==> src/rtl/pgst_pkg.sv <==
// ----------------------------------------------------------------------------
// pgst_pkg
// Types and constants shared by the pinch scale tracker and its channels.
// ----------------------------------------------------------------------------
`default_nettype none

package pgst_pkg;

  localparam int CMD_BITS    = 2;
  localparam int ID_BITS     = 8;
  localparam int COORD_BITS  = 12;
  localparam int DIST_BITS   = 21;
  localparam int RATIO_BITS  = 32;
  localparam int FRAC_SHIFT  = 16;
  localparam int PAIR_COUNT  = 2;

  // sqrt works on two radicand bits per step, divide on one dividend bit
  localparam int RAD_BITS    = 2 * DIST_BITS;
  localparam int DVD_BITS    = DIST_BITS + FRAC_SHIFT;
  localparam int SQRT_STEPS  = DIST_BITS;
  localparam int UNIT_BITS   = DIST_BITS + 3;
  localparam int STEP_BITS   = $clog2(DVD_BITS + 1);
  localparam int SQ_BITS     = 2 * COORD_BITS;

  typedef enum logic [CMD_BITS-1:0] {
    CMD_PRESS   = 2'd0,
    CMD_RELEASE = 2'd1,
    CMD_MOVE    = 2'd2
  } cmd_t;

  typedef enum logic [3:0] {
    ST_IDLE,
    ST_SCAN,
    ST_DIFF,
    ST_SQX,
    ST_SQY,
    ST_SUM,
    ST_SQRT,
    ST_DIV,
    ST_OUT
  } state_t;

  typedef struct packed {
    logic [CMD_BITS-1:0]   command;
    logic [ID_BITS-1:0]    pointer_id;
    logic [COORD_BITS-1:0] pos_x;
    logic [COORD_BITS-1:0] pos_y;
  } evt_t;

  typedef struct packed {
    logic [RATIO_BITS-1:0] scale_ratio;
    logic [DIST_BITS-1:0]  current_distance;
    logic                  base_was_zero;
  } res_t;

endpackage

`default_nettype wire

==> src/rtl/pgst_ifs.sv <==
// ----------------------------------------------------------------------------
// pgst channel interfaces
// Valid/ready channels for touch event requests and scale results.
// ----------------------------------------------------------------------------
`default_nettype none

interface pgst_evt_if;
  logic            valid;
  logic            ready;
  pgst_pkg::evt_t  data;

  modport source (output valid, output data, input ready);
  modport sink   (input valid, input data, output ready);
endinterface

interface pgst_res_if;
  logic            valid;
  logic            ready;
  pgst_pkg::res_t  data;

  modport source (output valid, output data, input ready);
  modport sink   (input valid, input data, output ready);
endinterface

`default_nettype wire

==> src/rtl/pinch_gesture_scale_tracker.sv <==
// ----------------------------------------------------------------------------
// pinch_gesture_scale_tracker
// Touch pointer list with pinch distance and Q16.16 scale ratio output.
// ----------------------------------------------------------------------------
// Takes one touch request at a time; ready is high only while idle. A press
// that brings the list to two pointers also computes the base distance. A
// release or move walks the list, one entry per cycle. A move that leaves two
// pointers then runs difference and squaring on one 12x12 multiplier, 21
// square-root steps and, for a nonzero base, 37 divide steps, all on one shared
// 24-bit subtractor, and then hands the result to the output register, waiting
// while the output register is still full. The result register lets the next
// request in while a result waits to be taken.
// ----------------------------------------------------------------------------
`default_nettype none

module pinch_gesture_scale_tracker #(
  parameter int MAX_POINTERS = 8
) (
  input  wire             clk,
  input  wire             rst,
  pgst_evt_if.sink        evt,
  pgst_res_if.source      res
);

  localparam int IDX_W = (MAX_POINTERS > 1) ? $clog2(MAX_POINTERS) : 1;
  localparam int CNT_W = $clog2(MAX_POINTERS + 1);
  localparam int CW    = pgst_pkg::COORD_BITS;
  localparam int DW    = pgst_pkg::DIST_BITS;
  localparam int UW    = pgst_pkg::UNIT_BITS;
  localparam int RW    = pgst_pkg::RAD_BITS;
  localparam int VW    = pgst_pkg::DVD_BITS;
  localparam int SW    = pgst_pkg::STEP_BITS;
  localparam int QW    = pgst_pkg::RATIO_BITS;

  localparam logic [CNT_W-1:0] MAX_CNT  = CNT_W'(MAX_POINTERS);
  localparam logic [CNT_W-1:0] PAIR_CNT = CNT_W'(pgst_pkg::PAIR_COUNT);
  localparam logic [CNT_W-1:0] ONE_CNT  = CNT_W'(1);
  localparam logic [SW-1:0]    SQRT_END = SW'(pgst_pkg::SQRT_STEPS - 1);
  localparam logic [SW-1:0]    DIV_END  = SW'(VW - 1);

  pgst_pkg::state_t state, state_next;

  // pointer list
  logic [pgst_pkg::ID_BITS-1:0] slot_id [MAX_POINTERS];
  logic [CW-1:0]                slot_x  [MAX_POINTERS];
  logic [CW-1:0]                slot_y  [MAX_POINTERS];
  logic [CNT_W-1:0]             count;

  // request latch and scan
  logic [pgst_pkg::ID_BITS-1:0] req_id;
  logic [CW-1:0]                req_x, req_y;
  logic                         op_release;
  logic                         emit;
  logic [CNT_W-1:0]             scan_i, kept;

  // arithmetic
  logic [CW-1:0]               dx, dy;
  logic [pgst_pkg::SQ_BITS-1:0] prod;
  logic [RW-1:0]               rad;
  logic [UW-1:0]               rem;
  logic [DW-1:0]               root, root_next;
  logic [VW-1:0]               quot;
  logic [SW-1:0]               step;
  logic [DW-1:0]               base_dist;

  // output register
  logic            out_valid;
  pgst_pkg::res_t  out_data;

  // shared trial subtractor
  logic [UW-1:0] sub_a, sub_b;
  logic [UW:0]   unit_diff;
  logic          unit_ge;

  logic                         accept, is_press, room, scan_live, scan_hit, out_free;
  logic [IDX_W-1:0]             rd_idx;
  logic                         wr_en;
  logic [IDX_W-1:0]             wr_idx;
  logic [pgst_pkg::ID_BITS-1:0] wr_id;
  logic [CW-1:0]                wr_x, wr_y;
  logic [CW-1:0]                mul_a;
  logic [QW-1:0]                ratio_val;

  assign evt.ready = (state == pgst_pkg::ST_IDLE);
  assign accept    = evt.valid && evt.ready;
  assign is_press  = (evt.data.command == pgst_pkg::CMD_PRESS);
  assign room      = (count < MAX_CNT);
  assign scan_live = (scan_i < count);
  assign rd_idx    = scan_i[IDX_W-1:0];
  assign scan_hit  = (slot_id[rd_idx] == req_id);
  assign out_free  = !out_valid || res.ready;

  assign res.valid = out_valid;
  assign res.data  = out_data;

  always_comb begin
    if (state == pgst_pkg::ST_DIV) begin
      sub_a = {rem[UW-2:0], rad[VW-1]};
      sub_b = UW'(base_dist);
    end else begin
      sub_a = {rem[UW-3:0], rad[RW-1 -: 2]};
      sub_b = UW'({root, 2'b01});
    end
    unit_diff = {1'b0, sub_a} - {1'b0, sub_b};
    unit_ge   = !unit_diff[UW];
    root_next = {root[DW-2:0], unit_ge};
  end

  always_comb begin
    if (|quot[VW-1:QW]) begin
      ratio_val = '1;
    end else begin
      ratio_val = quot[QW-1:0];
    end
    if (base_dist == '0) begin
      ratio_val = '1;
    end
  end

  assign mul_a = (state == pgst_pkg::ST_SQX) ? dx : dy;

  // list write port
  always_comb begin
    wr_en  = 1'b0;
    wr_idx = count[IDX_W-1:0];
    wr_id  = evt.data.pointer_id;
    wr_x   = evt.data.pos_x;
    wr_y   = evt.data.pos_y;
    case (state)
      pgst_pkg::ST_IDLE: begin
        wr_en = accept && is_press && room;
      end
      pgst_pkg::ST_SCAN: begin
        if (op_release) begin
          wr_en  = scan_live && !scan_hit;
          wr_idx = kept[IDX_W-1:0];
          wr_id  = slot_id[rd_idx];
          wr_x   = slot_x[rd_idx];
          wr_y   = slot_y[rd_idx];
        end else begin
          wr_en  = scan_live && scan_hit;
          wr_idx = rd_idx;
          wr_id  = req_id;
          wr_x   = req_x;
          wr_y   = req_y;
        end
      end
      default: begin
        wr_en = 1'b0;
      end
    endcase
  end

  always_ff @(posedge clk) begin
    if (wr_en) begin
      slot_id[wr_idx] <= wr_id;
      slot_x[wr_idx]  <= wr_x;
      slot_y[wr_idx]  <= wr_y;
    end
  end

  // sequencer
  always_comb begin
    state_next = state;
    case (state)
      pgst_pkg::ST_IDLE: begin
        if (accept) begin
          if (is_press) begin
            if (room && count == ONE_CNT) begin
              state_next = pgst_pkg::ST_DIFF;
            end
          end else if (evt.data.command == pgst_pkg::CMD_RELEASE ||
                       evt.data.command == pgst_pkg::CMD_MOVE) begin
            state_next = pgst_pkg::ST_SCAN;
          end
        end
      end
      pgst_pkg::ST_SCAN: begin
        if (!scan_live) begin
          if (!op_release && count == PAIR_CNT) begin
            state_next = pgst_pkg::ST_DIFF;
          end else begin
            state_next = pgst_pkg::ST_IDLE;
          end
        end
      end
      pgst_pkg::ST_DIFF: state_next = pgst_pkg::ST_SQX;
      pgst_pkg::ST_SQX:  state_next = pgst_pkg::ST_SQY;
      pgst_pkg::ST_SQY:  state_next = pgst_pkg::ST_SUM;
      pgst_pkg::ST_SUM:  state_next = pgst_pkg::ST_SQRT;
      pgst_pkg::ST_SQRT: begin
        if (step == SQRT_END) begin
          if (!emit) begin
            state_next = pgst_pkg::ST_IDLE;
          end else if (base_dist == '0) begin
            state_next = pgst_pkg::ST_OUT;
          end else begin
            state_next = pgst_pkg::ST_DIV;
          end
        end
      end
      pgst_pkg::ST_DIV: begin
        if (step == DIV_END) begin
          state_next = pgst_pkg::ST_OUT;
        end
      end
      pgst_pkg::ST_OUT: begin
        if (out_free) begin
          state_next = pgst_pkg::ST_IDLE;
        end
      end
      default: state_next = pgst_pkg::ST_IDLE;
    endcase
  end

  always_ff @(posedge clk) begin
    if (rst) begin
      state <= pgst_pkg::ST_IDLE;
    end else begin
      state <= state_next;
    end
  end

  // control state
  always_ff @(posedge clk) begin
    if (rst) begin
      count     <= '0;
      base_dist <= '0;
      out_valid <= 1'b0;
    end else begin
      if (state == pgst_pkg::ST_IDLE && accept && is_press && room) begin
        count <= count + ONE_CNT;
      end
      if (state == pgst_pkg::ST_SCAN && !scan_live && op_release) begin
        count <= kept;
      end
      if (state == pgst_pkg::ST_SQRT && step == SQRT_END && !emit) begin
        base_dist <= root_next;
      end
      if (state == pgst_pkg::ST_OUT && out_free) begin
        base_dist <= root;
        out_valid <= 1'b1;
      end else if (res.ready) begin
        out_valid <= 1'b0;
      end
    end
  end

  // datapath
  always_ff @(posedge clk) begin
    if (accept) begin
      req_id     <= evt.data.pointer_id;
      req_x      <= evt.data.pos_x;
      req_y      <= evt.data.pos_y;
      op_release <= (evt.data.command == pgst_pkg::CMD_RELEASE);
      emit       <= (evt.data.command == pgst_pkg::CMD_MOVE);
      scan_i     <= '0;
      kept       <= '0;
    end
    case (state)
      pgst_pkg::ST_SCAN: begin
        if (scan_live) begin
          scan_i <= scan_i + ONE_CNT;
          if (op_release && !scan_hit) begin
            kept <= kept + ONE_CNT;
          end
        end
      end
      pgst_pkg::ST_DIFF: begin
        dx <= (slot_x[0] > slot_x[1]) ? slot_x[0] - slot_x[1] : slot_x[1] - slot_x[0];
        dy <= (slot_y[0] > slot_y[1]) ? slot_y[0] - slot_y[1] : slot_y[1] - slot_y[0];
      end
      pgst_pkg::ST_SQX: begin
        prod <= mul_a * mul_a;
      end
      pgst_pkg::ST_SQY: begin
        rad  <= RW'(prod);
        prod <= mul_a * mul_a;
      end
      pgst_pkg::ST_SUM: begin
        rad  <= (rad + RW'(prod)) << pgst_pkg::FRAC_SHIFT;
        rem  <= '0;
        root <= '0;
        step <= '0;
      end
      pgst_pkg::ST_SQRT: begin
        root <= root_next;
        if (step == SQRT_END) begin
          // set up the divide: dividend is distance << 16
          rem  <= '0;
          quot <= '0;
          step <= '0;
          rad  <= RW'({root_next, {pgst_pkg::FRAC_SHIFT{1'b0}}});
        end else begin
          rem  <= unit_ge ? unit_diff[UW-1:0] : sub_a;
          rad  <= rad << 2;
          step <= step + SW'(1);
        end
      end
      pgst_pkg::ST_DIV: begin
        rem  <= unit_ge ? unit_diff[UW-1:0] : sub_a;
        quot <= {quot[VW-2:0], unit_ge};
        rad  <= rad << 1;
        step <= step + SW'(1);
      end
      pgst_pkg::ST_OUT: begin
        if (out_free) begin
          out_data.scale_ratio      <= ratio_val;
          out_data.current_distance <= root;
          out_data.base_was_zero    <= (base_dist == '0);
        end
      end
      default: begin
      end
    endcase
  end

endmodule

`default_nettype wire
==> src/flat_wrapper.sv <==
// flat-port wrapper written by rule: the top's interface ports become plain ports
module pinch_gesture_scale_tracker_flat 
#(
  parameter int MAX_POINTERS = 8
)
  (clk, rst, evt_valid, evt_data, evt_ready, res_valid, res_data, res_ready);
  pgst_evt_if evt_i ();
  pgst_res_if res_i ();
  input  wire clk;
  input  wire rst;
  input wire logic [$bits(evt_i.valid)-1:0] evt_valid;
  input wire logic [$bits(evt_i.data)-1:0] evt_data;
  output wire logic [$bits(evt_i.ready)-1:0] evt_ready;
  output wire logic [$bits(res_i.valid)-1:0] res_valid;
  output wire logic [$bits(res_i.data)-1:0] res_data;
  input wire logic [$bits(res_i.ready)-1:0] res_ready;
  assign evt_i.valid = evt_valid;
  assign evt_i.data = evt_data;
  assign evt_ready = evt_i.ready;
  assign res_valid = res_i.valid;
  assign res_data = res_i.data;
  assign res_i.ready = res_ready;
  pinch_gesture_scale_tracker #(.MAX_POINTERS(MAX_POINTERS)) u_core (.clk(clk), .rst(rst), .evt(evt_i), .res(res_i));
endmodule
==> config.mk <==
export PLATFORM = sky130hd
export DESIGN_NAME = pinch_gesture_scale_tracker_flat
export DESIGN_NICKNAME = d
export VERILOG_FILES = /design/src/rtl/pgst_pkg.sv /design/src/rtl/pgst_ifs.sv /design/src/rtl/pinch_gesture_scale_tracker.sv /design/src/flat_wrapper.sv
export SDC_FILE = /design/constraint.sdc
export NUM_CORES = 1
export LEC_CHECK = 0
export ABC_AREA = 1
export BUFFER_PORTS_ARGS = -buffer_cell sky130_fd_sc_hd__buf_2
export CAP_MARGIN = 20
export CELL_PAD_IN_SITES_DETAIL_PLACEMENT = 2
export CELL_PAD_IN_SITES_GLOBAL_PLACEMENT = 2
export CORE_ASPECT_RATIO = 0.7
export CORE_MARGIN = 4
export CORE_UTILIZATION = 35
export CTS_CLUSTER_SIZE = 40
export DETAILED_ROUTE_END_ITERATION = 10
export PLACE_DENSITY = 0.76
export REMOVE_ABC_BUFFERS = 1
export SETUP_SLACK_MARGIN = 0.3
export SYNTH_ARGS = -nofsm -noshare
export SYNTH_HDL_FRONTEND = slang
export SYNTH_SLANG_ARGS = --single-unit
==> constraint.sdc <==
create_clock -name clk -period 6.8 [get_ports clk]
set_input_delay 0.68 -clock clk [delete_from_list [all_inputs] [get_ports clk]]
set_output_delay 0.68 -clock clk [all_outputs]
set_load 0.1 [all_outputs]
* Word level (Yosys, flattened, before mapping) *
Memory sizes are Yosys's and may differ from the RTL's. A register that Yosys moved wholly into a read port is not among the register bits.
Index checks and enable logic that the tools add are counted.

cells by class
  $add $sub $neg = 10
  mux-type cells = 52
  reduce and logical (&&, ||, !) cells = 39
  multipliers = 1
  equality and inequality tests = 22
  order comparisons = 4

operators with widths
  kind                                                                   number
  42-bit one-hot mux with 4 select lines                                 1
  12-bit 2-to-1 mux                                                      7
  4-bit 2-to-1 mux                                                       19
  37-bit one-hot mux with 2 select lines                                 1
  23-bit 2-to-1 mux                                                      3
  23-bit one-hot mux with 3 select lines                                 1
  12-bit subtractor                                                      4
  21-bit 2-to-1 mux                                                      2
  42-bit 2-to-1 mux                                                      1
  21-bit one-hot mux with 2 select lines                                 1
  37-bit 2-to-1 mux                                                      1
  4-bit one-hot mux with 9 select lines                                  1
  26-bit by 24-bit adder with 26-bit output                              1
  24-bit by 23-bit subtractor with 25-bit output                         1
  12-bit greater-than comparator                                         2
  12-bit by 12-bit multiplier with 24-bit output                         1
  24-bit 2-to-1 mux                                                      1
  21-bit logical NOT                                                     1
  6-bit one-hot mux with 3 select lines                                  1
  4-bit by 3-bit equality test with 1-bit output, second input constant  4
  1-bit logical AND                                                      16
  8-bit 2-to-1 mux                                                       2
  4-bit by 1-bit adder with 4-bit output, second input constant          3
  4-bit by 2-bit equality test with 1-bit output, second input constant  3
  29 further kinds                                                       50

word-level totals
  bits in writable memories = 256
  bits in registers = 303
  memories kept = 3
  word-level logic and storage cells = 153

memories
  memory          depth  bits a word  rd ports  clocked after Yosys merged registers in  wr ports  line                               text
  u_core.slot_x   8      12           3         1                                        1         pinch_gesture_scale_tracker.sv:45  logic [CW-1:0] slot_x [MAX_POINTERS];
  u_core.slot_y   8      12           3         1                                        1         pinch_gesture_scale_tracker.sv:46  logic [CW-1:0] slot_y [MAX_POINTERS];
  u_core.slot_id  8      8            1         1                                        1         pinch_gesture_scale_tracker.sv:44  logic [pgst_pkg::ID_BITS-1:0] slot_id [MAX_POINTERS];

* Longest topological paths before layout *
Gate-level depths: netlist of the first run.

  depth in word-level cells = 7
  mapped depth = 27
  depth with buffers taken out = 26

* Least setup slack after synthesis of the first run *
Ideal clock, no wire load.

  path type = reg-to-reg
  from = reg u_core.state[1]
  to = reg u_core.prod[20] (netlist bit) (data pin)
  period minus slack after synthesis = 5,380 ps
  data required time = 6,548 ps
  path slack = 1,420 ps
  arrival time = 5,127 ps
  setup time = 252 ps
  cell stages (with the launch flop) = 24
  cells stage by stage = dfxtp_1 > nand2_2 > inv_2 > nand2_2 > o21ai_2 > clkinv_1 > or2_2 > fa_1 > inv_1 > fa_1 > inv_1 > fa_1 > fa_1 > fa_1 > inv_1 > ha_1 > nand2_1 > inv_1 > a21boi_0 > nor2_1 > nor3_1 > nand2_1 > nand2_1 > nand2_1

between the ends
  word-level cells in the longest chain between the ends = 3

ends and longest elaborated chain
  item                                            line                                                                    text
  start, declared                                 pinch_gesture_scale_tracker.sv:41                                       pgst_pkg::state_t state, state_next;
  start signal, assigned                          pinch_gesture_scale_tracker.sv:218                                      state <= pgst_pkg::ST_IDLE;
  start signal, assigned                          pinch_gesture_scale_tracker.sv:220                                      state <= state_next;
  4-bit by 2-bit equality test with 1-bit output  pinch_gesture_scale_tracker.sv:120, pinch_gesture_scale_tracker.sv:260
  12-bit 2-to-1 mux                               pinch_gesture_scale_tracker.sv:120                                      assign mul_a = (state == pgst_pkg::ST_SQX) ? dx : dy;
  12-bit by 12-bit multiplier with 24-bit output  pinch_gesture_scale_tracker.sv:274, pinch_gesture_scale_tracker.sv:278
  end signal, assigned                            pinch_gesture_scale_tracker.sv:274                                      prod <= mul_a * mul_a;
  end signal, assigned                            pinch_gesture_scale_tracker.sv:278                                      prod <= mul_a * mul_a;
  end, declared                                   pinch_gesture_scale_tracker.sv:58                                       logic [pgst_pkg::SQ_BITS-1:0] prod;

No other way between the ends.
A chain may end at the register's enable or synchronous reset.

* Worst setup path after layout of the first run *
  from = reg u_core.state[2]
  to = reg u_core.prod[21] (netlist bit) (data pin)

Same word-level chain as after synthesis.

==> results of run 1 <==
## layout make-up
class / instances / area share, %
sequential: 558 / 44.15
multi-input combinational: 2501 / 38.76
inverter: 544 / 5.516
clock buffer: 88 / 4.468
tap: 1248 / 4.208
timing repair buffer: 134 / 2.225
clock inverter: 25 / 0.6777
## logic make-up (layout without fill, tap and decap cells)
logic type,Yosys count,in the layout,share of synthesized area [%]
simple gates,1680,1680,21.12
buf+inv,682,791,7.898
flops,558,558,49.20
compound gates,515,515,9.142
fa+ha+maj,241,241,10.93
xor+xnor,65,65,1.710
## placed cells by master, fill, tap and decap left out, types with 4 or more instances in the layout
master / instances
a21o_1: 6
a21oi_1: 181
a221oi_1: 6
a22oi_1: 7
a31oi_1: 30
buf_2: 93
buf_4: 38
bufinv_16: 4
clkbuf_1: 24
clkbuf_16: 61
clkinv_1: 10
clkinv_2: 9
dfxtp_1: 35
edfxtp_1: 520
fa_1: 83
ha_1: 158
inv_1: 519
inv_2: 22
nand2_1: 843
nand2_2: 5
nand3_1: 210
nand3_2: 4
nand3b_1: 37
nand4_1: 26
nor2_1: 453
nor2_4: 12
nor3_1: 23
o211ai_1: 54
o21ai_0: 148
o21ai_1: 9
o21ai_2: 7
o21bai_1: 11
o221ai_1: 14
o22ai_1: 4
o311ai_0: 24
or2_2: 57
xnor2_1: 12
xor2_1: 53
## sequential cells by signal, indices dropped and copies added (netlist names), 23 cells and up
signal and count:
u_core.rem 23, u_core.slot_x 96, u_core.slot_y 96, u_core.rad 42
u_core.slot_id 64, u_core.res.data 54, u_core.quot 37, u_core.prod 23
## worst max-delay path by stage
stage                                 to
finish                   u_core.prod[21]
global route             u_core.prod[20]
CTS                      u_core.prod[20]
detailed placement       u_core.prod[20]
global placement         u_core.prod[20]
floorplan           u_core.slot_id[0][0]
## through the flow
step / util, % / hold WS [ps] / worst slack, ps / TNS (ps)
floorplan: - / 450.3 / -920.6 / -235670
global placement: 37.33 / 491.0 / 635.2 / 0
detailed placement: 37.33 / 494.8 / 429.9 / 0
CTS: 39.36 / 161.5 / 403.4 / 0
global route: 39.44 / 180.6 / 314.8 / 0
finish: 39.44 / 208.2 / 657.8 / 0
## Yosys cell counts, types with 17 or more instances
cell type / number / share of area, %
a21oi_1: 181 / 2.7
a31oi_1: 30 / 0.56
buf_2: 47 / 0.71
clkbuf_1: 71 / 0.80
dfxtp_1: 38 / 2.3
edfxtp_1: 520 / 47
fa_1: 83 / 5.0
ha_1: 158 / 5.9
inv_1: 525 / 5.9
inv_2: 17 / 0.19
nand2_1: 844 / 9.5
nand3_1: 210 / 3.2
nand3b_1: 37 / 0.83
nand4_1: 26 / 0.49
nor2_1: 463 / 5.2
nor3_1: 23 / 0.35
o211ai_1: 54 / 1.2
o21ai_0: 150 / 2.3
o311ai_0: 24 / 0.63
or2_2: 57 / 1.1
xor2_1: 53 / 1.4
## routing by layer
metal  vias up  share of wire (%)
met4         0                1.7
met1     13925                 50
met3       127                4.8
met5         -                  0
li1      12487                  -
met2       544                 44
## power by group through the flow
stage                     combinational (mW)  sequential (mW)  clock [mW]
after floorplan                         2.27             4.19           0
after global placement                  3.29             4.16           0
after detailed placement                3.45             4.17           0
after CTS                               3.50             4.09        3.40
after global routing                    3.97             4.10        3.55
final                                   3.52             4.09        3.32
## what timing repair did
| item | in CTS | in global routing |
|---|---|---|
| endpoints found under the setup margin | 0 | 11 |
| gates resized for setup | 0 | 9 |
| setup buffers | 0 | 0 |
| hold buffers | 0 | 0 |
==> results.md, run 1 <==
Status:
- The run finished with clean final reports.

Global route:
- In the global route stage, met3 resource usage came out at 3.012%.
- The number of antenna violations at the first check in global routing came to 0.
- The global router's overall resource usage is 22.75%.
- The met1 routing resource usage after global routing is 34.02%.
- The met2 global-route usage is 35.46%.
- The first global-routing pass estimated 177.2 mm of wire.
- The via count of the first global-routing pass was 29,181.
- The largest net degree at the start of global routing is 157.
- For this run the aggregate overflow at the end of global routing stands at 0.
- After global routing, the most crowded layer is met2.

Routing:
- The DRC violation count after routing is 0.
- For this run, the detailed router's first-pass iteration total came to 6.
- The final route contains 27,083 vias.
- The first-iteration detailed-routing DRC count is 1,837.
- In the final routed layout, each cell accounts on average for 22.46 um.
- The residual antenna-violating net count after detailed routing is 0.
- After detailed routing, the number of vias per cell comes to 5.312.
- The total wire length after detailed routing is 114.5 mm.

Die:
- After floorplanning, the core was divided into 94 placement rows.
- The die span in y is 266.0 um.
- The total die area is 100,200 um2.
- The floorplan step defined a core boundary enclosing 94,090 um2.
- During I/O placement, the number of pins put on the boundary was 94.
- The die boundary width is 376.6 um.
- For this configuration, the core starts out at a cell density of 35.37%.

Layout:
- After routing the design area is 37,110 um2.
- The repair_antennas step left the layout with diodes totalling 0.
- Excluding fillers, the count of instances in the completed layout stands at 5,098.
- The relative area change from synthesis to final layout is 11.49%.
- The register area is 16,380 um2.
- The filler cells instantiated in the layout total 10,415.
- Of the cells placed in the final design, the portion with a size suffix greater than 1 is 8.701%.
- After the last flow step, the layout net total stands at 4,078.
- The area of the multi-input gates is 14,380 um2.

Timing:
- The max-slew violation count came to 0.
- Setup repair after global routing left no endpoint under its margin.
- The final worst clock skew is 14.22 ps.
- The number of hold violations in the final report is 0.
- Derived from the worst setup path, the maximum achievable clock frequency is 162.8 MHz.
- After layout, the minimum clock period comes to 6142 ps.
- The final worst-path cycle share is 90.33%.
- The setup violation total in the final timing report is 0.
- The relative max-transition margin is 30.27%.
- For the pin with the worst max-slew slack, the measured transition is 1045 ps.

Placement:
- After detailed placement, the design holds a cell count of 4,983.
- Once detailed placement completed, the half-perimeter wirelength came to 82.25 mm.
- Buffers placed on the I/O ports in this run total 93.
- The placed instances occupy a cell area of 35,120 um2.
- The congestion estimate from routability-driven global placement came to 0.8581.

Pwr:
- Per report_power, the clock group accounts for 30.4% of the total.
- The part of the power in registers is 37.4%.
- In this run the power density over the cells is 294.7 nW/um2.
- The internal power of the cells totals 6.983 mW.
- The analysis attributes to net switching a power of 3.952 mW.
- The combinational fraction of design power is 32.2%.
- The reported leakage power is 15.68 nW.
- IR analysis of the VDD net gives a maximum drop of 0.2882 mV.
- The completed layout was analyzed and its total power is 10.93 mW.
- Of the total power, the share spent switching nets is 36.14%.

Synth:
- Averaged over all synthesized cells, the footprint is 8.897 um2.
- Yosys printed 0 warnings.
- The most instantiated flip-flop cell in the synthesis netlist is edfxtp_1.
- The number of distinct library cells after synthesis is 48.
- The post-synthesis sequential element count is 558.
- The synthesized netlist cell count is 3,741.
- Of the synthesized area, sequential elements account for 49.20%.
- The mapped netlist covers 33,280 um2.
- For this run, asynchronously set or reset flops after synthesis account for 0%.
- The synthesized design contains 520 enable-type register cells.

Run:
- The max-capacitance violation count is 0.

Clocking:
- The clock insertion delay at the later pin of the skew report is 670 ps.
- The tree is rooted in a clkbuf_16.
- The number of H-tree branching levels is 2.
- The longest clock path from root to sink contains 3 buffers.
- The clock-pin slew reported for the worst setup and hold paths after clock tree synthesis is 70 ps.
- The total number of clock tree sinks is 558.
- The TritonCTS clock tree is yes.
- The number of buffers created by CTS is 60.

Critical path:
- On the critical path the largest part of the delay comes from adder cells.
- In this run the critical register-to-register path is captured at u_core.prod[21].
- The arrival time of data at the critical path endpoint is 6540 ps.
- The critical path is of the reg -> reg type.
- The critical path startpoint is u_core.state[2].
- For this run, the slowest stage of the critical path takes 570 ps.
- Of all nets on the critical path, the largest fanout is 13.
- The element type at the critical path end is a flip-flop.
- The worst setup path is launched from a flip-flop.
- The slowest cell on the critical path is fa_1.
- The count of buffer and inverter cells on the critical path is 6.
- The number of cells on the critical path is 22.
- The required time of the critical path is 7190 ps.
- The reg2reg setup slack is 660 ps.
- In this run the critical register-to-register path is launched from u_core.state[2].
- The signal on the critical path passes through nor2_2, nand2_4, o21ai_2, clkinvlp_4, or2_2, fa_1, inv_1, fa_1, inv_1, fa_1, fa_1, fa_1, inv_1, ha_1, a21oi_1, buf_4, o21ai_0, inv_1, nor2_1, nor2_1, nand3_1, xor2_1.
- The most used cell along the critical path is fa_1.
- Counting cells, the worst reg-to-reg path comes to 22.

Min path:
- The number of cells on the worst hold path is 1.
- The worst hold path terminates at u_core.req_y[2].
- The startpoint identified for the worst hold timing path is evt_data[2].
- The worst hold path class is in -> reg.
No activity file was read; power rests on OpenSTA's default activity.
==> run 2, diff against run 1 <==
PLACE_DENSITY = 0.78   (was 0.76)
==> run 2 against run 1 <==
  * Wire length up 0.18%
  * Clock-buffer cell count down 10
  * Setup slack better by 8.2 ps
  * Non-clock buffer count unchanged
  * Global-route usage down 0.092 points
  * Sequential share of layout area down 0.12 points
  * Fmax up 0.13%
  * Design area up 0.26%
  * Register-to-register slack about the same
  * Clock power up 5%
  * Largest power group unchanged
==> results.md, run 2 (same netlist as run 1, synthesis figures left out) <==
Global route:
- The residual overflow from global routing was 0 (unchanged).
- The largest net degree at the start of global routing is 86 (-45%).
- The number of antenna violations at the first check in global routing is 3 (+3).
- The wire length of the first global-routing pass was 177.3 mm (about the same).
- The global router's overall resource usage came to 22.66% (-0.092 points).
- The via count of the first global-routing pass is 29,356 (+0.60%).

Layout:
- The final-layout fill cell count is 10,397 (-0.17%).
- The final net count is 4,078 (unchanged).
- The area of the multi-input gates is 14,380 um2 (about the same).
- The number of inserted diodes is 0 (unchanged).
- The fraction of layout instances using a drive strength above 1 was 8.933% (+0.23 points).
- The largest registers in the layout are u_core.slot_x x96, u_core.slot_y x96, u_core.slot_id x64.
- The register area is 16,380 um2 (unchanged).
- The most common cell after layout, fill and taps aside is nand2_1.
- In the layout the commonest cells are nand2_1 (843), inv_1 (520), edfxtp_1 (520).
- The non-filler instance count after layout was 5,099 (+0.020%).
- The relative area change from synthesis to final layout is 11.78%.

Clocking:
- The clock insertion delay at the later pin of the skew report was 670 ps (about the same).
- TritonCTS built the clock tree.
- The number of hold-repair buffers added at the cts stage is 0 (unchanged).
- The root buffer cell is clkbuf_16.
- The number of buffers created by CTS came to 60 (unchanged).
- The buffer depth of the longest clock path is 3 (unchanged).
- The number of buffers added for setup after CTS is 0 (unchanged).
- The number of H-tree branching levels is 2 (unchanged).
- The clock-pin slew reported for the worst setup and hold paths after clock tree synthesis is 70 ps (about the same).
- The post-cts sizing count is 0 (unchanged).
- The total number of clock tree sinks is 558 (unchanged).

Routing:
- The residual antenna-violating net count after detailed routing is 0 (unchanged).
- The wire length per cell is 22.50 um (+0.16%).
- The number of vias per cell after detailed routing is 5.291 (-0.41%).
- The number of iterations in the first detailed-routing pass is 5 (-1).
- The DRC violation count after routing is 0 (unchanged).
- The via count is 26,978 (-0.39%).
- The first-iteration detailed-routing DRC count is 1,876 (+2.1%).
- The total wire length after detailed routing came to 114.7 mm (+0.18%).

Status:
- The run finished with clean final reports.

Placement:
- The placed instance count is 4,984 (+0.020%).
- The weighted congestion reported at the end of routability-driven placement is 0.8641 (+0.70%).
- The count of input and output buffers is 93 (unchanged).
- The detailed placer's ending HPWL was 81.79 mm (-0.55%).

Die:
- The die span in y is 266.0 um (unchanged).
- The initial cell density of the core is 35.37% (unchanged).
- The total die area is 100,200 um2 (unchanged).
- The placeable core region is 94,090 um2 (unchanged).
- The number of placement rows came to 94 (unchanged).
- The I/O pin count is 94 (unchanged).
- The die boundary width is 376.6 um (unchanged).

Critical path:
- The element type at the critical path end is a flip-flop.
- The arrival time of data at the critical path endpoint is 6480 ps (-60 ps).
- The maximum single-stage delay on the critical path is 540 ps (-30 ps).
- The slowest stage of the critical path is the fa_1 cell.
- The most numerous cell type found on the critical path is inv_1.
- STA classifies the critical path startpoint as a flip-flop.
- The reg2reg setup slack is 670 ps (about the same).
- The classification of the worst setup path is reg -> reg.
- The required time of the critical path is 7150 ps (-40 ps).
- The critical-path maximum fanout is 17 (+4).

Timing:
- Setup repair after global routing left no endpoint under its margin.
- The setup violation total in the final timing report is 0 (unchanged).
- The shortest period the worst path allows is 6134 ps (-8.199 ps).
- The max-slew violation count is 0 (unchanged).
- The final worst-path cycle share is 90.21% (-0.12 points).
- The slew at the pin with the worst max-slew slack is 1055 ps (+10.65 ps).
- The final worst clock skew is 65.34 ps (+51.11 ps).
- The relative max-transition margin came to 29.47% (-0.80 points).
- The number of hold violations in the final report is 0 (unchanged).
- The highest clock rate was 163.0 MHz (+0.13%).

Run:
- The max-capacitance violation count was 0 (unchanged).

Pwr:
- The reported leakage power was 15.73 nW (+0.34%).
- The total power draw is 11.07 mW (+1.3%).
- The areal power density over the cells is 297.6 nW/um2 (+1.0%).
- The maximum VDD drop is 0.2154 mV (-25%).

Min path:
- The worst hold path class is in -> reg.
-- run 2: cell count changes in the layout (fill, tap and decap cells not counted), sizes merged --
cell / delta
clkbuf: -10
inv: -2
bufinv: +3
clkinv: +9
clkinvlp: +1
-- run 2: path summary, 6_finish.rpt --
kind                       start                   to  cells past startpoint
min reg2reg  u_core.base_dist[1]  u_core.base_dist[1]                      2
min                 evt_data[17]      u_core.req_x[5]                      1
max              u_core.state[1]      u_core.prod[14]                     25
max reg2reg      u_core.state[1]      u_core.prod[14]                     25
-- run 2: cell type report --
| cell class | instances | area share [%] |
|---|---|---|
| clock buffers | 78 | 4.382 |
| clock inverters | 36 | 1.096 |
| inverters | 544 | 5.502 |
| multi-input cells | 2501 | 38.66 |
| flip-flops and latches | 558 | 44.03 |
| well taps | 1248 | 4.197 |
| repair buffers | 134 | 2.132 |
-- run 2: worst max-delay path: cells and delay by family (launching register included) --
family	cells	cell delay (ps)
buf+inv	7	810
compound gates	3	430
fa+ha+maj	6	2730
flops	1	370
simple gates	8	1320
xor+xnor	1	150
-- run 2: power by group --
part,total (mW),internal [mW],switching (mW)
combinational,3.49,1.10,2.39
sequential,4.12,4.03,0.0817
clock,3.47,1.96,1.51
-- run 2: stage by stage --
step | worst slack [ps] | hold slack (ps) | area [um2] | util (%) | TNS [ps]
2_1_floorplan | -920.6 | 450.3 | 32700 | - | -235670
3_3_place_gp | 616.0 | 483.0 | 35120 | 37.32 | 0
3_5_place_dp | 390.4 | 487.8 | 35120 | 37.32 | 0
4_1_cts | 308.9 | 165.0 | 37160 | 39.49 | 0
5_1_grt | 307.8 | 170.8 | 37210 | 39.54 | 0
6_report | 666.0 | 202.5 | 37210 | 39.54 | 0
-- run 2: per-layer routing --
| layer | routed length, um | global-route usage (%) | up-vias | part of all wire [%] |
|---|---|---|---|---|
| met3 | 5584 | 3.005 | 114 | 4.9 |
| met4 | 1844 | 4.317 | 0 | 1.6 |
| met1 | 56730 | 33.59 | 13814 | 49 |
| met5 | 0 | 0 | - | 0 |
| met2 | 50570 | 35.72 | 575 | 44 |
| li1 | - | - | 12475 | - |
==> run 3, diff against run 2 <==
--- a/config.mk
+++ b/config.mk
@@ -6,5 +6,5 @@
 export NUM_CORES = 1
 export LEC_CHECK = 0
-export ABC_AREA = 1
+export ABC_AREA = 0
 export BUFFER_PORTS_ARGS = -buffer_cell sky130_fd_sc_hd__buf_2
 export CAP_MARGIN = 20
@@ -16,5 +16,5 @@
 export CTS_CLUSTER_SIZE = 40
 export DETAILED_ROUTE_END_ITERATION = 10
-export PLACE_DENSITY = 0.78
+export PLACE_DENSITY = 0.72
 export REMOVE_ABC_BUFFERS = 1
 export SETUP_SLACK_MARGIN = 0.3
==> constraint.sdc (replaced) <==
create_clock -name clk -period 6.8 [get_ports clk]
set_input_delay 1.36 -clock clk [delete_from_list [all_inputs] [get_ports clk]]
set_output_delay 1.36 -clock clk [all_outputs]
set_load 0.1 [all_outputs]
==> run 3 against run 2 <==
  * Flip-flop and latch count is the same
  * Design area shrank 5.3%
  * Setup slack lost 150 ps
  * Critical path type unchanged
  * Largest cell class unchanged
  * Register-to-register slack lost 150 ps
  * Highest routed layer is now met5
==> results.md, run 3 <==
Status:
- The run finished with clean final reports.

Synth:
- The number of enable flip-flop cells after synthesis came to 520 (unchanged).
- The post-synthesis sequential element count came to 558 (unchanged).
- After synthesis, the largest family of logic cells by area is adder cells.
- The number of distinct library cells after synthesis is 75 (+56%).
- The commonest cells after synthesis are edfxtp_1 (520), nand2_1 (252), inv_1 (211), nor2_1 (181), ha_1 (158).
- The adder-cell area share of the yosys netlist is 11.74% (+0.81 points).
- The synthesized-area fraction occupied by ao, oa, aoi and oai cells is 9.462% (+0.32 points).
- edfxtp_1 takes more of the synthesized area than any other cell.
- The fraction of synthesized area in multiplexers is 9.107% (+9.1 points).
- The most instantiated library cell after synthesis is edfxtp_1.
- In the synthesized netlist the dominant register cell turns out to be edfxtp_1.
- The count of synthesis-stage warnings from yosys is 0 (unchanged).
- The xor and xnor area share after synthesis was 2.686% (+0.98 points).
- The synthesized netlist cell count is 2,550 (-32%).
- By area the synthesized netlist is led by edfxtp_1 (50%), ha_1 (6.4%), fa_1 (5.4%).
- The proportion of synthesized chip area in sequential cells is 52.86% (+3.7 points).
- The combined area of all synthesized cells is 30,980 um2 (-6.9%).
- The fraction of registers with async set/reset came to 0% (unchanged).
- The synthesized area per cell is 12.15 um2 (+37%).
- The top-area cell type share of the netlist area is 50.40% (+3.5 points).
- The basic-gate share of the synthesized area counting and, or, nand and nor cells is 10.17% (-11 points).

Critical path:
- On the critical path the largest part of the delay comes from adder cells.
- The depth of the most critical reg-to-reg path is 25 (unchanged).
- The critical-path maximum fanout is 8 (-9).
- The critical path launch point type is a flip-flop.
- The most used cell along the critical path is fa_1.
- The count of buffer and inverter cells on the critical path is 7 (unchanged).
- The maximum single-stage delay on the critical path came to 530 ps (about the same).
- The arrival time of data at the critical path endpoint is 6650 ps (+170 ps).
- On the critical path, the stage with the largest delay is an instance of fa_1.
- The worst setup path is captured at a flip-flop.
- The number of cells on the critical path is 25 (unchanged).
- The classification of the worst setup path is reg -> reg.
- The required time of the critical path is 7160 ps (about the same).

Layout:
- In the final layout, the registers with the most flip-flops are u_core.slot_x x96, u_core.slot_y x96, u_core.slot_id x64.
- Leaving out fill and tap cells, the most frequent cell in the layout is edfxtp_1.
- The final design instance area without fill is 35,230 um2 (-5.3%).
- The fraction of layout instances using a drive strength above 1 came to 15.48% (+6.5 points).
- The final net count is 2,948 (-28%).
- The relative area change from synthesis to final layout is 13.71%.
- In the layout the commonest cells are edfxtp_1 (520), nand2_1 (248), inv_1 (208).

Die:
- The die boundary width was 363.6 um (-3.4%).
- The die span in y is 256.9 um (-3.4%).
- The total die area is 93,420 um2 (-6.7%).
- The number of placement rows is 90 (-4.3%).
- The I/O pin count came to 94 (unchanged).
- The placeable core region is 86,930 um2 (-7.6%).
- The initial cell density of the core was 35.64% (+0.26 points).

Routing:
- The total wire length after detailed routing is 93.77 mm (-18%).
- The number of iterations in the first detailed-routing pass is 5 (unchanged).
- The residual antenna-violating net count after detailed routing is 0 (unchanged).
- The wire length per cell came to 24.26 um (+7.8%).
- The first-iteration detailed-routing DRC count was 1,629 (-13%).
- The number of vias per cell after detailed routing is 5.416 (+2.4%).
- The via count is 20,931 (-22%).
- The DRC violation count after routing is 0 (unchanged).

Global route:
- The wire length of the first global-routing pass is 143.4 mm (-19%).
- The via count of the first global-routing pass came to 23,047 (-21%).
- The number of antenna violations at the first check in global routing is 2 (-1).
- The global router's overall resource usage was 19.72% (-2.9 points).
- The largest net degree at the start of global routing is 77 (-10%).
- The residual overflow from global routing is 0 (unchanged).

Clocking:
- The TritonCTS clock tree is yes.
- The clock insertion delay at the later pin of the skew report is 640 ps (-30 ps).
- The clock-pin slew reported for the worst setup and hold paths after clock tree synthesis is 70 ps (about the same).
- The total number of clock tree sinks is 558 (unchanged).
- The number of buffers created by CTS is 58 (-3.3%).
- The buffer depth of the longest clock path is 3 (unchanged).
- The number of hold-repair buffers added at the cts stage came to 0 (unchanged).
- The root buffer cell is clkbuf_16.
- The number of H-tree branching levels is 2 (unchanged).

Timing:
- The max-slew violation count is 0 (unchanged).
- The setup TNS is 0 ps (unchanged).
- The post-route worst setup slack is 515.3 ps (-150.7 ps).
- The number of hold violations in the final report is 0 (unchanged).
- The final worst clock skew came to 32.45 ps (-32.89 ps).
- The setup violation total in the final timing report came to 0 (unchanged).
- The highest clock rate is 159.1 MHz (-2.4%).
- The relative max-transition margin is 19.65% (-9.8 points).
- The slew at the pin with the worst max-slew slack is 1193 ps (+137.2 ps).
- Setup repair after global routing left no endpoint under its margin.
- The shortest period the worst path allows is 6285 ps (+150.7 ps).
- The final worst-path cycle share is 92.42% (+2.2 points).

Placement:
- The count of input and output buffers is 93 (unchanged).
- The weighted congestion reported at the end of routability-driven placement is 0.8126 (-6.0%).
- The placed cell area was 32,950 um2 (-6.2%).
- The pre-CTS worst setup slack came to 77.47 ps (-312.9 ps).
- The detailed placer's ending HPWL is 64.55 mm (-21%).

Min path:
- The number of cells on the worst hold path came to 2 (+1).
- The worst hold path belongs to the class reg -> reg.

Run:
- The max-capacitance violation count is 0 (unchanged).
## run 3: changes by cell type after synthesis, sizes merged, moves of 35 or more
cell,before,now
mux4,0,64
o211ai,54,1
o21ai,166,126
a21o,6,56
nand3,214,27
nand2,851,253
xnor2,12,64
inv,542,213
a21oi,181,135
mux2i,0,121
buf,65,30
and2,1,61
nor2,468,182
## run 3: what timing repair did
| item | 4_1_cts | 5_1_grt |
|---|---|---|
| gates resized for setup | 6 | 43 |
| pin swaps | 0 | 10 |
| gates cloned | 0 | 1 |
| setup endpoints to repair | 6 | 6 |
| setup buffers | 0 | 18 |
## run 3: through the flow
stage | hold WS [ps] | util, % | std cells
after floorplan | 437.4 | - | 2447
after global routing | 508.6 | 40.52 | 3864
final | 485.6 | 40.53 | 3865
after detailed placement | 474.9 | 37.90 | 3738
after CTS | 484.4 | 40.04 | 3842
after global placement | 458.0 | 37.90 | 3738
## run 3: layer usage
layer,wire length (um),global-route usage [%]
met1,43760,27.88
met3,4089,2.794
met4,2001,4.697
met2,43900,32.19
met5,13,0
## run 3: worst min-delay path, cell delays in order, from the launching register on
cell and delay (ps):
dfxtp_1 320, nand2_1 60, a21oi_1 60
## run 3: logic make-up after synthesis
family,Yosys count
buffers and inverters,317
xor gates and xnor gates,95
adders and majority gates,241
DFF,558
and+or+nand+nor,680
AOI/OAI and AO/OA,459
muxes,200
## run 3: cell type report
type	instances	area [um2]
Fill cell	8880	51700
Clock inverter	22	244.0
Antenna cell	2	5.005
Clock buffer	82	1583
Sequential cell	558	16380
Inverter	214	818.3
Tap cell	1150	1439
Timing Repair Buffer	162	1089
Multi-Input combinational cell	1675	13670
## run 3: final timing paths
path | start | end | slack (ps)
setup / recovery | u_core.state[0] | u_core.prod[21] | 520
hold / removal | u_core.base_dist[1] | u_core.base_dist[1] | 490
setup reg to reg | u_core.state[0] | u_core.prod[21] | 520
hold reg to reg | u_core.base_dist[1] | u_core.base_dist[1] | 490
Power of run 3 is left out: the tool's default activity adds up to more than one toggle a clock period on the data nets, which glitch-free logic cannot reach.
